**src/rtl/core/cross_channel_dedup_filter_core_defines.svh**
```systemverilog
// ----------------------------------------------------------------------------
// Assertion macros for the cross-channel dedup filter
// Concurrent checks that compile away when SYNTHESIS is defined.
// ----------------------------------------------------------------------------
`ifndef CROSS_CHANNEL_DEDUP_FILTER_CORE_DEFINES_SVH
`define CROSS_CHANNEL_DEDUP_FILTER_CORE_DEFINES_SVH

`ifndef SYNTHESIS

// Same-cycle implication, disabled while reset is asserted.
`define CCDF_ASSERT_IMPL(label, clk, rst_n, ante, cons) \
    label: assert property (@(posedge clk) disable iff (!rst_n) (ante) |-> (cons)) \
        else $error("ccdf: same-cycle check failed");

// Next-cycle implication, disabled while reset is asserted.
`define CCDF_ASSERT_NEXT(label, clk, rst_n, ante, cons) \
    label: assert property (@(posedge clk) disable iff (!rst_n) (ante) |=> (cons)) \
        else $error("ccdf: next-cycle check failed");

`else

`define CCDF_ASSERT_IMPL(label, clk, rst_n, ante, cons)
`define CCDF_ASSERT_NEXT(label, clk, rst_n, ante, cons)

`endif

`endif

```
**src/rtl/core/ccdf_pkg.sv**
```systemverilog
// ----------------------------------------------------------------------------
// ccdf_pkg
// Widths, register indexes, reset values and the ring entry type of the
// cross-channel dedup filter.
// ----------------------------------------------------------------------------
`default_nettype none

package ccdf_pkg;

    localparam int HASH_W    = 32;
    localparam int FREQ_W    = 33;
    localparam int TSTAMP_W  = 63;
    localparam int CFG_W     = 32;
    localparam int CFG_IDX_W = 1;

    localparam int RING_DEPTH = 16;

    // Configuration register indexes.
    localparam logic [CFG_IDX_W-1:0] CFG_TIME_WINDOW = 1'b0;
    localparam logic [CFG_IDX_W-1:0] CFG_MIN_FREQ    = 1'b1;

    localparam logic [CFG_W-1:0] TIME_WINDOW_RST = 32'd1000000;
    localparam logic [CFG_W-1:0] MIN_FREQ_RST    = 32'd1000;

    typedef struct packed {
        logic [HASH_W-1:0]   hash;
        logic [FREQ_W-1:0]   freq;
        logic [TSTAMP_W-1:0] tstamp;
    } t_entry;

endpackage

`default_nettype wire

```
**src/rtl/core/ccdf_ram.sv**
```systemverilog
// ----------------------------------------------------------------------------
// ccdf_ram
// Generic single-write, single-read RAM with a registered read port.
// ----------------------------------------------------------------------------
`default_nettype none

module ccdf_ram #(
    parameter int WIDTH = 8,
    parameter int DEPTH = 16,
    parameter int AW    = (DEPTH > 1) ? $clog2(DEPTH) : 1
) (
    input  wire logic             i_clk,
    input  wire logic             i_we,
    input  wire logic [AW-1:0]    i_waddr,
    input  wire logic [WIDTH-1:0] i_wdata,
    input  wire logic [AW-1:0]    i_raddr,
    output logic      [WIDTH-1:0] o_rdata
);

    logic [WIDTH-1:0] r_mem [DEPTH];
    logic [WIDTH-1:0] r_rdata;

    always_ff @(posedge i_clk) begin
        if (i_we) begin
            r_mem[i_waddr] <= i_wdata;
        end
        r_rdata <= r_mem[i_raddr];
    end

    assign o_rdata = r_rdata;

endmodule

`default_nettype wire

```
**src/rtl/core/cross_channel_dedup_filter_core.sv**
```systemverilog
// ----------------------------------------------------------------------------
// cross_channel_dedup_filter_core
// Drops a decode when the same fingerprint was recently recorded on a
// channel whose frequency is clearly different.
// ----------------------------------------------------------------------------
// Usage:
// A decode (hash, channel frequency, timestamp) is taken when start is high
// and busy is low. The core then walks the filled part of a ring memory, one
// entry read per cycle, through a read / difference / compare pipeline.
// After the walk it pulses o_valid for one cycle with o_suppress. A decode
// that is not suppressed is written at the ring head at the edge that raises
// o_valid. Busy stays high from the accepting edge until every recorded entry
// (at most RING_DEPTH) has been read and the pipeline has drained; the single
// memory read port serves the walk. A new decode can be taken in the strobe
// cycle, but not while a walk is in progress.
// The receiver cannot stall: the result is shown for exactly one cycle.
// Configuration is written through i_cfg_we / i_cfg_idx / i_cfg_data; the
// user must do so only while the core is idle, as the core does not enforce
// it. Reset empties the ring (fill count and head go to zero) and restores
// the window and frequency-difference registers.
// ----------------------------------------------------------------------------
`default_nettype none

`include "cross_channel_dedup_filter_core_defines.svh"

module cross_channel_dedup_filter_core #(
    parameter int RING_DEPTH = ccdf_pkg::RING_DEPTH
) (
    input  wire logic                             i_clk,
    input  wire logic                             i_rst_n,
    input  wire logic                             start,
    output logic                                  busy,
    input  wire logic [ccdf_pkg::HASH_W-1:0]      i_record_hash,
    input  wire logic [ccdf_pkg::FREQ_W-1:0]      i_channel_freq_hz,
    input  wire logic [ccdf_pkg::TSTAMP_W-1:0]    i_now_us,
    output logic                                  o_valid,
    output logic                                  o_suppress,
    input  wire logic                             i_cfg_we,
    input  wire logic [ccdf_pkg::CFG_IDX_W-1:0]   i_cfg_idx,
    input  wire logic [ccdf_pkg::CFG_W-1:0]       i_cfg_data
);

    localparam int IDX_W   = (RING_DEPTH > 1) ? $clog2(RING_DEPTH) : 1;
    localparam int CNT_W   = $clog2(RING_DEPTH + 1);
    localparam int HASH_W  = ccdf_pkg::HASH_W;
    localparam int FREQ_W  = ccdf_pkg::FREQ_W;
    localparam int TS_W    = ccdf_pkg::TSTAMP_W;
    localparam int CFG_W   = ccdf_pkg::CFG_W;
    localparam int ENTRY_W = $bits(ccdf_pkg::t_entry);

    typedef enum logic {
        ST_IDLE,
        ST_SCAN
    } t_state;

    // Control state.
    t_state             r_state, n_state;
    logic [CNT_W-1:0]   r_scan_cnt, n_scan_cnt;
    logic [CNT_W-1:0]   r_fill, n_fill;
    logic [IDX_W-1:0]   r_wptr, n_wptr;
    logic               r_v1, n_v1;
    logic               r_v2, n_v2;
    logic               r_hit, n_hit;
    logic               r_valid, n_valid;
    logic               r_suppress, n_suppress;
    logic [CFG_W-1:0]   r_window, n_window;
    logic [CFG_W-1:0]   r_min_diff, n_min_diff;

    // Latched decode and pipeline payload.
    logic [HASH_W-1:0]  r_hash;
    logic [FREQ_W-1:0]  r_freq;
    logic [TS_W-1:0]    r_now;
    logic               r_heq;
    logic [TS_W:0]      r_tdiff;
    logic [FREQ_W:0]    r_fd_ab;
    logic [FREQ_W:0]    r_fd_ba;

    ccdf_pkg::t_entry   w_rd_entry;
    ccdf_pkg::t_entry   w_wr_entry;
    logic [ENTRY_W-1:0] w_rdata;
    logic               w_accept;
    logic               w_issue;
    logic               w_finish;
    logic               w_we;
    logic               w_recent;
    logic               w_far;
    logic               w_match;

    ccdf_ram #(
        .WIDTH (ENTRY_W),
        .DEPTH (RING_DEPTH),
        .AW    (IDX_W)
    ) u_ring (
        .i_clk   (i_clk),
        .i_we    (w_we),
        .i_waddr (r_wptr),
        .i_wdata (w_wr_entry),
        .i_raddr (r_scan_cnt[IDX_W-1:0]),
        .o_rdata (w_rdata)
    );

    assign w_rd_entry = ccdf_pkg::t_entry'(w_rdata);
    assign w_wr_entry = '{hash: r_hash, freq: r_freq, tstamp: r_now};

    assign busy     = (r_state != ST_IDLE);
    assign w_accept = start && !busy;
    assign w_issue  = (r_state == ST_SCAN) && (r_scan_cnt != r_fill);
    assign w_finish = (r_state == ST_SCAN) && !w_issue && !r_v1 && !r_v2;
    assign w_we     = w_finish && !r_hit;

    // A negative age counts as recent.
    assign w_recent = r_tdiff[TS_W] || (r_tdiff[TS_W-1:0] <= TS_W'(r_window));
    assign w_far    = (!r_fd_ab[FREQ_W] && (r_fd_ab[FREQ_W-1:0] > FREQ_W'(r_min_diff)))
                   || (!r_fd_ba[FREQ_W] && (r_fd_ba[FREQ_W-1:0] > FREQ_W'(r_min_diff)));
    assign w_match  = r_v2 && r_heq && w_recent && w_far;

    always_comb begin
        n_state    = r_state;
        n_scan_cnt = r_scan_cnt;
        n_fill     = r_fill;
        n_wptr     = r_wptr;
        n_v1       = w_issue;
        n_v2       = r_v1;
        n_hit      = r_hit;
        n_valid    = 1'b0;
        n_suppress = r_suppress;
        n_window   = r_window;
        n_min_diff = r_min_diff;

        if (i_cfg_we) begin
            unique case (i_cfg_idx)
                ccdf_pkg::CFG_TIME_WINDOW: n_window   = i_cfg_data;
                ccdf_pkg::CFG_MIN_FREQ:    n_min_diff = i_cfg_data;
                default: ;
            endcase
        end

        unique case (r_state)
            ST_IDLE: begin
                if (start) begin
                    n_state    = ST_SCAN;
                    n_scan_cnt = '0;
                    n_hit      = 1'b0;
                end
            end
            ST_SCAN: begin
                if (w_issue) begin
                    n_scan_cnt = r_scan_cnt + CNT_W'(1);
                end
                if (w_match) begin
                    n_hit = 1'b1;
                end
                if (w_finish) begin
                    n_state    = ST_IDLE;
                    n_valid    = 1'b1;
                    n_suppress = r_hit;
                    if (!r_hit) begin
                        n_wptr = (r_wptr == IDX_W'(RING_DEPTH - 1)) ? '0
                                                                  : r_wptr + IDX_W'(1);
                        if (r_fill != CNT_W'(RING_DEPTH)) begin
                            n_fill = r_fill + CNT_W'(1);
                        end
                    end
                end
            end
            default: n_state = ST_IDLE;
        endcase
    end

    always_ff @(posedge i_clk) begin
        if (!i_rst_n) begin
            r_state    <= ST_IDLE;
            r_scan_cnt <= '0;
            r_fill     <= '0;
            r_wptr     <= '0;
            r_v1       <= 1'b0;
            r_v2       <= 1'b0;
            r_hit      <= 1'b0;
            r_valid    <= 1'b0;
            r_suppress <= 1'b0;
            r_window   <= ccdf_pkg::TIME_WINDOW_RST;
            r_min_diff <= ccdf_pkg::MIN_FREQ_RST;
        end else begin
            r_state    <= n_state;
            r_scan_cnt <= n_scan_cnt;
            r_fill     <= n_fill;
            r_wptr     <= n_wptr;
            r_v1       <= n_v1;
            r_v2       <= n_v2;
            r_hit      <= n_hit;
            r_valid    <= n_valid;
            r_suppress <= n_suppress;
            r_window   <= n_window;
            r_min_diff <= n_min_diff;
        end
    end

    // Datapath: the decode is held for the whole walk; the difference stage
    // works on whatever the memory returned last cycle.
    always_ff @(posedge i_clk) begin
        if (w_accept) begin
            r_hash <= i_record_hash;
            r_freq <= i_channel_freq_hz;
            r_now  <= i_now_us;
        end
        r_heq   <= (w_rd_entry.hash == r_hash);
        r_tdiff <= {1'b0, r_now} - {1'b0, w_rd_entry.tstamp};
        r_fd_ab <= {1'b0, r_freq} - {1'b0, w_rd_entry.freq};
        r_fd_ba <= {1'b0, w_rd_entry.freq} - {1'b0, r_freq};
    end

    assign o_valid    = r_valid;
    assign o_suppress = r_suppress;

    `CCDF_ASSERT_NEXT(a_busy_after_accept, i_clk, i_rst_n, w_accept, busy)
    `CCDF_ASSERT_IMPL(a_result_when_idle, i_clk, i_rst_n, o_valid, !busy)
    `CCDF_ASSERT_NEXT(a_record_only_on_pass, i_clk, i_rst_n, w_we, o_valid && !o_suppress)
    `CCDF_ASSERT_IMPL(a_fill_bounded, i_clk, i_rst_n, 1'b1, r_fill <= CNT_W'(RING_DEPTH))
    `CCDF_ASSERT_IMPL(a_pipe_in_scan, i_clk, i_rst_n, r_v1 || r_v2, r_state == ST_SCAN)

endmodule

`default_nettype wire
```
**config.mk**
```make
export PLATFORM = sky130hd
export DESIGN_NAME = cross_channel_dedup_filter_core
export DESIGN_NICKNAME = d
export VERILOG_FILES = /design/src/rtl/core/ccdf_pkg.sv /design/src/rtl/core/ccdf_ram.sv /design/src/rtl/core/cross_channel_dedup_filter_core.sv
export VERILOG_INCLUDE_DIRS = /design/src /design/src/rtl/core
export SDC_FILE = /design/constraint.sdc
export NUM_CORES = 2
export LEC_CHECK = 0
export ABC_AREA = 1
export BUFFER_PORTS_ARGS = -buffer_cell sky130_fd_sc_hd__buf_2
export CAP_MARGIN = 20
export CORE_ASPECT_RATIO = 0.75
export CORE_UTILIZATION = 36
export CTS_CLUSTER_SIZE = 14
export DETAILED_ROUTE_END_ITERATION = 10
export PLACE_DENSITY_LB_ADDON = 0.12
export SLEW_MARGIN = 20
export SYNTH_ARGS = -nofsm -noshare
export SYNTH_HDL_FRONTEND = slang
export SYNTH_SLANG_ARGS = --single-unit
```
**constraint.sdc**
```tcl
create_clock -name i_clk -period 11.75 [get_ports i_clk]
set_input_delay 2.35 -clock i_clk [delete_from_list [all_inputs] [get_ports i_clk]]
set_output_delay 2.35 -clock i_clk [all_outputs]
set_load 0.02 [all_outputs]
```
==> results.json <==
{
  "status": "finished, final reports clean",
  "num_rows": 169,
  "cts_tree": "done",
  "syn_area_um2": 103000,
  "clock.fmax_mhz": 184,
  "synth-seq-area-share": 0.703,
  "die_w_um": 619,
  "syn_area_per_cell_um2": 12.0,
  "clk_pin_slew_ps": 60,
  "whs_ps": 434,
  "cp_max_fo": 105,
  "ys_async_sr_fraction": 0,
  "synth.distinct_cells": 54,
  "grt_pass1_wl_um": 468000,
  "fp.dieH_um": 465,
  "synth_nets": 8944,
  "skew_ps": 81.7,
  "post_cts_resized": 0,
  "clk_latency_ps": 920,
  "coreArea_um2": 283000,
  "ctsHtreeMaxLevel": 4,
  "numPortBuffers": 167,
  "worst_ir_drop_vdd_uv": 123,
  "drt-initial-drc-count": 6796,
  "area.sequential_um2": 72200,
  "syn_to_final_growth_pct": 12.6,
  "root_buffer": "clkbuf_16",
  "timing.final.ws_setup_ps": 6320,
  "remaining_drc_errors": 0,
  "crit_path_end_kind": "flop",
  "synth_ff_type": "edfxtp_1",
  "design.die.area_um2": 287000,
  "antenna_left": 0,
  "hold_viol_final": 0,
  "wl_per_cell_um": 25.9,
  "grt_max_degree": 231,
  "clkSinkCount": 2520,
  "grt_pass1_vias": 64700,
  "drv_slew": 0,
  "gp_congestion": 0.933,
  "pin_count": 168,
  "yosys_register_bits": 2520,
  "max_slew_margin": 0.117,
  "place_area_um2": 107000,
  "nets": 9020,
  "layout-drive-gt1-share": 0.0814,
  "setup-tns-final_ps": 0,
  "wl_um": 327000,
  "fin_crit_sh": 0.462,
  "final_area_um2": 116000,
  "vias": 67600,
  "pre_cts_ws_ps": 6250,
  "tightest_slew_ps": 1320,
  "multi_input_area_um2": 26800,
  "required_ps": 12230,
  "p_leak_uw": 0.0403,
  "cts_buffers": 247,
  "antenna_found_initial": 12,
  "fillerInstances": 26700,
  "rsz0062_at_grt": "no",
  "yosys_warnings": 0,
  "cts_hold_buf": 0,
  "final_util": 0.408,
  "gr-usage-all-layers": 0.222,
  "hold_path_class": "reg2reg",
  "grt_overflow_total": 0,
  "hpwlAfterDp_um": 188000,
  "pwr_density_cell_nw_per_um2": 196,
  "fin_crit_ps": 5430,
  "setup_viol": 0,
  "drt_pass1_iterations": 6,
  "rr_worst_depth": 12,
  "critical_path_class": "reg2reg",
  "synthCells": 8545,
  "post_cts_buffers": 0,
  "start_util": 0.362,
  "maxCapViolCount": 0,
  "vias_per_cell": 5.37,
  "synth_edf_count": 2176,
  "hold_depth": 2,
  "cts_buffer_depth": 4,
  "arrival_ps": 5910,
  "startpoint_type": "flop"
}
==> logic make-up after synthesis <==
family / after synthesis / share of synthesized area
adders and majority gates: 234 / 0.0287
buffers and inverters: 958 / 0.0369
DFF: 2520 / 0.703
xor gates and xnor gates: 133 / 0.0113
AOI/OAI and AO/OA: 2125 / 0.118
and+or+nand+nor: 2575 / 0.101
==> synth_stat cells, drive strengths merged (12+ instances only) <==
cell | instances | area [um^2]
edfxtp | 2176 | 65300
nor2 | 1323 | 5040
o21ai | 1218 | 6120
nand2 | 845 | 3210
inv | 509 | 1910
dfxtp | 344 | 6890
clkbuf | 327 | 1240
nand3 | 310 | 1560
o22ai | 298 | 1860
a21oi | 271 | 1360
ha | 231 | 2890
o221ai | 215 | 1880
buf | 122 | 638
xor2 | 113 | 990
o211ai | 55 | 413
nand4 | 37 | 231
nor3 | 35 | 195
a21o | 20 | 150
xnor2 | 20 | 175
o21bai | 18 | 135
nor4 | 12 | 93.8
==> state kept, by name (all words and copies together), names as in the netlist <==
name and flops:
r_wptr 4, r_scan_cnt 5, r_min_diff 32, r_fill 5
o_valid 1, r_window 32, r_fd_ab 33, busy 1
o_suppress 1, r_hash 32, r_heq 1, r_now 63
u_ring.r_mem 2048, r_tdiff 64, r_freq 33, n_v2 1
u_ring.o_rdata 128, r_v2 1, r_hit 1, r_fd_ba 34
==> layout make-up <==
type                    count  area share
clock buffers             368      0.0615
inverters                 509      0.0169
diodes                      4   0.0000865
clock inverters            86     0.00883
multi-input cells        5067       0.232
flip-flops and latches   2520       0.625
repair buffers            276      0.0155
well taps                3762      0.0407
==> worst max-delay path, stage by stage (launching register included) <==
cell	delay (ps)
dfxtp_4	890
inv_8	420
nand2_1	160
nand4_1	100
nor2_1	120
nand2_2	120
nor2_8	140
nand2_4	110
inv_2	90
nand2_1	230
nor2_4	880
buf_4	670
buf_4	860
==> layout by cell type (no fill, tap or decap), drive strengths merged, types with 2 or more instances in the layout <==
master    Yosys  final
buf         122    276
nand4        37     37
o211ai       55     55
a21oi       271    271
a21o         20     20
o221ai      215    215
inv         509    515
o211a         2      2
clkinvlp      0      6
clkinv        0     52
o21a          7      7
a21boi       10     10
o22ai       298    298
xor2        113    113
o21ai      1218   1218
nor2       1323   1323
nor3         35     35
nand2       845    845
nor4         12     12
a31oi         3      3
a211oi        5      5
clkbuf      327    368
diode         0      4
bufinv        0     22
and2          4      4
and3          2      2
xnor2        20     20
nand3       310    310
ha          231    231
or2           5      5
edfxtp     2176   2176
fa            3      3
dfxtp       344    344
o21bai       18     18
==> report_power, final <==
| part | switching (uW) | total (uW) | internal (uW) | leakage (uW) |
|---|---|---|---|---|
| Sequential | 406 | 10700 | 10300 | 0.0225 |
| Clock | 3440 | 8090 | 4650 | 0.00398 |
| Combinational | 2720 | 3810 | 1090 | 0.0138 |
| Total | 6570 | 22700 | 16100 | 0.0403 |
==> path summary, 6_finish.rpt <==
kind	startpoint	slack [ps]	end
min	n_v2$_SDFF_PN0_	430	r_v2$_SDFF_PN0_
max	r_scan_cnt[1]$_SDFFE_PN0P_	6320	u_ring.r_mem[12][45]$_DFFE_PP_
max reg2reg	r_scan_cnt[1]$_SDFFE_PN0P_	6320	u_ring.r_mem[12][45]$_DFFE_PP_
min reg2reg	n_v2$_SDFF_PN0_	430	r_v2$_SDFF_PN0_
==> layer usage <==
layer	up-vias	track usage	part of all wire
met5	-	0	0.000080
met4	4	0.0504	0.022
met3	396	0.0292	0.058
met2	2180	0.337	0.44
met1	34100	0.336	0.48
li1	31000	-	-
==> through the flow <==
| stage | total power [uW] | instances |
|---|---|---|
| global route | 23600 | 12600 |
| CTS | 22800 | 12600 |
| detailed placement | 14700 | 12100 |
| finish | 22700 | 12600 |
| floorplan | 13200 | 8545 |
| global placement | 14700 | 12100 |
(Power assumes the default switching activity.)
